## src/hw/rtl/hiwa_div_lane.sv

```systemverilog
// pipelined restoring divider, one quotient bit per stage, with overflow flag
module hiwa_div_lane #(
  parameter int unsigned AW = 52,
  parameter int unsigned QW = 12
) (
  input  logic          clk_i,
  input  logic          en_i,
  input  logic [AW-1:0] a_i,
  input  logic [AW-1:0] d_i,
  output logic [QW-1:0] q_o,
  output logic          ok_o
);

  logic [AW-1:0] rem_q [QW+1];
  logic [AW-1:0] den_q [QW+1];
  logic [QW-1:0] quo_q [QW+1];
  logic          ok_q  [QW+1];

  // entry stage: quotient must fit in QW bits
  always_ff @(posedge clk_i) begin
    if (en_i) begin
      rem_q[0] <= a_i;
      den_q[0] <= d_i;
      quo_q[0] <= '0;
      ok_q[0]  <= ({{QW{1'b0}}, a_i} < {d_i, {QW{1'b0}}});
    end
  end

  // one compare and subtract per stage
  for (genvar k = 1; k <= QW; k++) begin : g_step
    localparam int unsigned S = QW - k;
    logic [AW+QW-1:0] dsh;
    logic             ge;
    logic [QW-1:0]    qn;
    assign dsh = {{QW{1'b0}}, den_q[k-1]} << S;
    assign ge  = ({{QW{1'b0}}, rem_q[k-1]} >= dsh);
    always_comb begin
      qn    = quo_q[k-1];
      qn[S] = ge;
    end
    always_ff @(posedge clk_i) begin
      if (en_i) begin
        rem_q[k] <= ge ? (rem_q[k-1] - dsh[AW-1:0]) : rem_q[k-1];
        den_q[k] <= den_q[k-1];
        quo_q[k] <= qn;
        ok_q[k]  <= ok_q[k-1];
      end
    end
  end

  assign q_o  = quo_q[QW];
  assign ok_o = ok_q[QW];

endmodule

```

## config.mk

```make
export PLATFORM = sky130hd
export DESIGN_NAME = hiwa_div_lane
export DESIGN_NICKNAME = d
export VERILOG_FILES = /design/src/hw/rtl/hiwa_div_lane.sv
export SDC_FILE = /design/constraint.sdc
export NUM_CORES = 2
export LEC_CHECK = 0
export BUFFER_PORTS_ARGS = -buffer_cell sky130_fd_sc_hd__buf_4
export CORE_AREA = 4 4 477 479
export CTS_CLUSTER_DIAMETER = 150
export DETAILED_ROUTE_END_ITERATION = 12
export DIE_AREA = 0 0 481 483
export PLACE_DENSITY = 0.46
export SLEW_MARGIN = 30
export SYNTH_ARGS = -nofsm -noshare
export SYNTH_HDL_FRONTEND = slang
export SYNTH_SLANG_ARGS = --single-unit
```

## constraint.sdc

```tcl
create_clock -name clk_i -period 12.3 [get_ports clk_i]
set_clock_uncertainty 0.05 [all_clocks]
set_input_delay 1.23 -clock clk_i [delete_from_list [all_inputs] [get_ports clk_i]]
set_output_delay 1.23 -clock clk_i [all_outputs]
set_load 0.1 [all_outputs]
```

==> impl_metrics.py <==
metrics = {
    "die": {
        "fp.dieH_um": 483,
        "io_pins": 119,
        "fp-row-count": 174,
        "core_um2": 224000,
        "die_area_um2": 232000,
        "fp.dieW_um": 481,
        "initial_core_util": 0.348,
    },
    "yosys": {
        "synth_edf_count": 1339,
        "ys_ff_latch": 1339,
        "yosysTopAreaCellShare": 0.516,
        "yosys_warnings": 0,
        "synthCells": 7191,
        "synth-async-reset-ratio": 0,
        "synth_area_um2": 77900,
        "yosysTopAreaCell": "edfxtp_1",
        "syn-mean-instance-area_um2": 10.8,
        "syn-num-nets": 7905,
        "synth_area_leaders": "edfxtp_1 52%, ha_1 9.6%, a21oi_1 3.7%",
        "synth.top_cells.by_count": "1339 x edfxtp_1, 747 x inv_1, 629 x nand2_1",
        "yosysUniqueCellTypes": 79,
        "synth_seq_area_share": 0.516,
        "post-synth-top-count-cell": "edfxtp_1",
        "synth_ff_type": "edfxtp_1",
    },
    "cts": {
        "htreeDepth": 4,
        "clock_path_buffers": 3,
        "cts_hold_buf": 0,
        "cts.sinks": 1339,
        "numCtsBuffers": 159,
        "cts-resized-gates": 0,
        "postCtsSetupBuffers": 0,
        "clockRootBuffer": "clkbuf_16",
        "cts_tree": "built",
        "worstSkewPairLatency_ps": 790,
        "clk_pin_slew_ps": 60,
    },
    "global_route": {
        "grt_pass1_wl_um": 303000,
        "grt_pass1_vias": 54200,
        "grt-ovfl-total": 0,
        "grt_max_degree": 177,
        "antenna_found_initial": 2,
        "grt_use_total": 0.165,
    },
    "sta": {
        "hold_viol_final": 0,
        "fin_ws_ps": 6530,
        "setup_viol": 0,
        "drv_slew": 0,
        "rsz0062_at_grt": "false",
        "setup_tns_ps": 0,
        "period_minus_slack_ps": 5770,
        "max_freq_mhz": 173,
        "worst_hold_slack_ps": 363,
        "slew_headroom": 0.258,
        "tightest_slew_ps": 1110,
        "post-route-period-util": 0.469,
    },
    "drt": {
        "wl_um": 194000,
        "drc": 0,
        "via_per_inst": 5.02,
        "wl_per_cell_um": 18.6,
        "firstDrtPassIters": 8,
        "first_iter_violations": 2497,
        "ant_nets": 0,
        "via_count": 52100,
    },
    "setup_path": {
        "reg2reg_from": "rem_q[2][105]",
        "critPathKind": "flop to flop",
        "r2r_end": "rem_q[2][207]",
        "crit_arrival_ps": 6240,
        "reg2reg_depth": 15,
        "critPathCapture": "rem_q[2][207]",
        "crit_start": "rem_q[2][105]",
        "cp.required_ps": 12760,
        "cp-end-kind": "flop",
        "start_kind": "flop",
        "cp_max_fo": 5,
        "worst-r2r-setup-slack_ps": 6530,
    },
    "power_and_ir_drop": {
        "leakagePower_uw": 0.0361,
        "ir_worst_vdd_v": 0.000142,
        "p_total_uw": 12400,
        "powerDensity_nw_per_um2": 142,
    },
    "final_layout": {
        "seq_area_um2": 40200,
        "area_growth_pct": 11.9,
        "design_area_um2": 87200,
        "drive_gt1_frac": 0.0827,
        "fillers": 21500,
        "multiInputGateArea_um2": 34100,
        "nets": 7990,
    },
    "run_status": {
        "status": "finished clean",
    },
    "placement": {
        "place_area_um2": 82100,
        "place_ws_ps": 6570,
        "port_buffers": 118,
        "post-dp-hpwl_um": 152000,
        "gp_congestion": 0.963,
    },
    "job": {
        "max_cap_violations": 0,
    },
    "hold_path": {
        "holdCritPathClass": "flop to flop",
    },
}
==> cells in the final DEF, fill, tap and decap left out, drive strengths merged, types with 24 or more instances in the layout <==
cell / instances
a21oi: 583
o21ai: 557
buf: 157
ha: 597
nor3: 74
nand3: 101
and3: 54
edfxtp: 1339
nor4: 42
inv: 753
o31ai: 38
nand2b: 49
o21bai: 82
xor2: 200
o21a: 67
clkbuf: 193
mux2: 176
o211ai: 27
nand2: 629
a21o: 361
nand4: 132
a21boi: 24
nor2b: 66
clkinv: 64
a211oi: 44
xnor2: 260
nor2: 283
a31oi: 78
and2: 31
==> layer usage <==
| metal | routed length [µm] | up-vias | track usage |
|---|---|---|---|
| met4 | 13000 | 0 | 0.0986 |
| met2 | 95100 | 924 | 0.291 |
| met3 | 5190 | 433 | 0.0212 |
| met1 | 80400 | 24100 | 0.190 |
| li1 | - | 26600 | - |
| met5 | 0 | - | 0 |
==> cell families (layout without fill, tap and decap cells) <==
group           count (synthesis)  in the layout  share of synthesized area
compound gates               2060           2060                      0.164
mux                           186            186                     0.0267
fa+ha+maj                     608            608                     0.0987
flops                        1339           1339                      0.516
buf+inv                       980           1185                     0.0477
xor+xnor                      460            460                     0.0517
other cells                     0              1                          0
simple gates                 1558           1558                     0.0946
==> flip-flops by register name, indices dropped and copies added, names as in the netlist <==
name	flops
den_q	624
rem_q	624
ok_q	13
quo_q	78
==> critical path, stage by stage, from the launching register on <==
cell and delay, ps:
edfxtp_1 380, inv_1 70, ha_1 150, inv_1 60
fa_1 390, a21o_1 220, a221oi_1 800, o22ai_1 190
o21ai_0 590, o21ai_0 340, a221oi_1 720, a31oi_1 300
a221oi_1 710, o311ai_0 270, xnor2_1 180, o21ai_0 80
==> area by class of cell <==
type,instances,area share
tap,2992,0.0429
inverter,747,0.0322
sequential,1339,0.461
antenna,1,0.0000287
clock buffer,193,0.0478
clock inverter,88,0.0100
timing repair buffer,157,0.0143
multi-input combinational,4872,0.391
==> where the power goes <==
| group | internal (µW) | leakage, µW | switching [µW] | total, µW |
|---|---|---|---|---|
| Combinational | 915 | 0.0206 | 1380 | 2290 |
| Sequential | 5390 | 0.0131 | 177 | 5560 |
| Clock | 2700 | 0.00245 | 1850 | 4550 |
| Total | 9000 | 0.0361 | 3400 | 12400 |
==> worst min-delay path by stage <==
stage | startpoint | cells past startpoint | endpoint | slack [ps]
finish | quo_q[9][7] | 0 | quo_q[10][7] | 360
global route | quo_q[8][4] | 0 | quo_q[9][4] | 370
CTS | ok_q[0][7] | 0 | ok_q[1][0] | 360
detailed placement | quo_q[9][7] | 0 | quo_q[10][7] | 350
global placement | quo_q[11][1] | 0 | quo_q[12][1] | 350
floorplan | ok_q[0][0] | 0 | ok_q[0][1] | 350
==> through the flow <==
stage,util,std cells
6_report,0.390,10400
3_5_place_dp,0.367,10100
3_3_place_gp,0.367,10100
2_1_floorplan,-,7191
5_1_grt,0.390,10400
4_1_cts,0.390,10400
No activity file was read; power rests on OpenSTA's default activity.
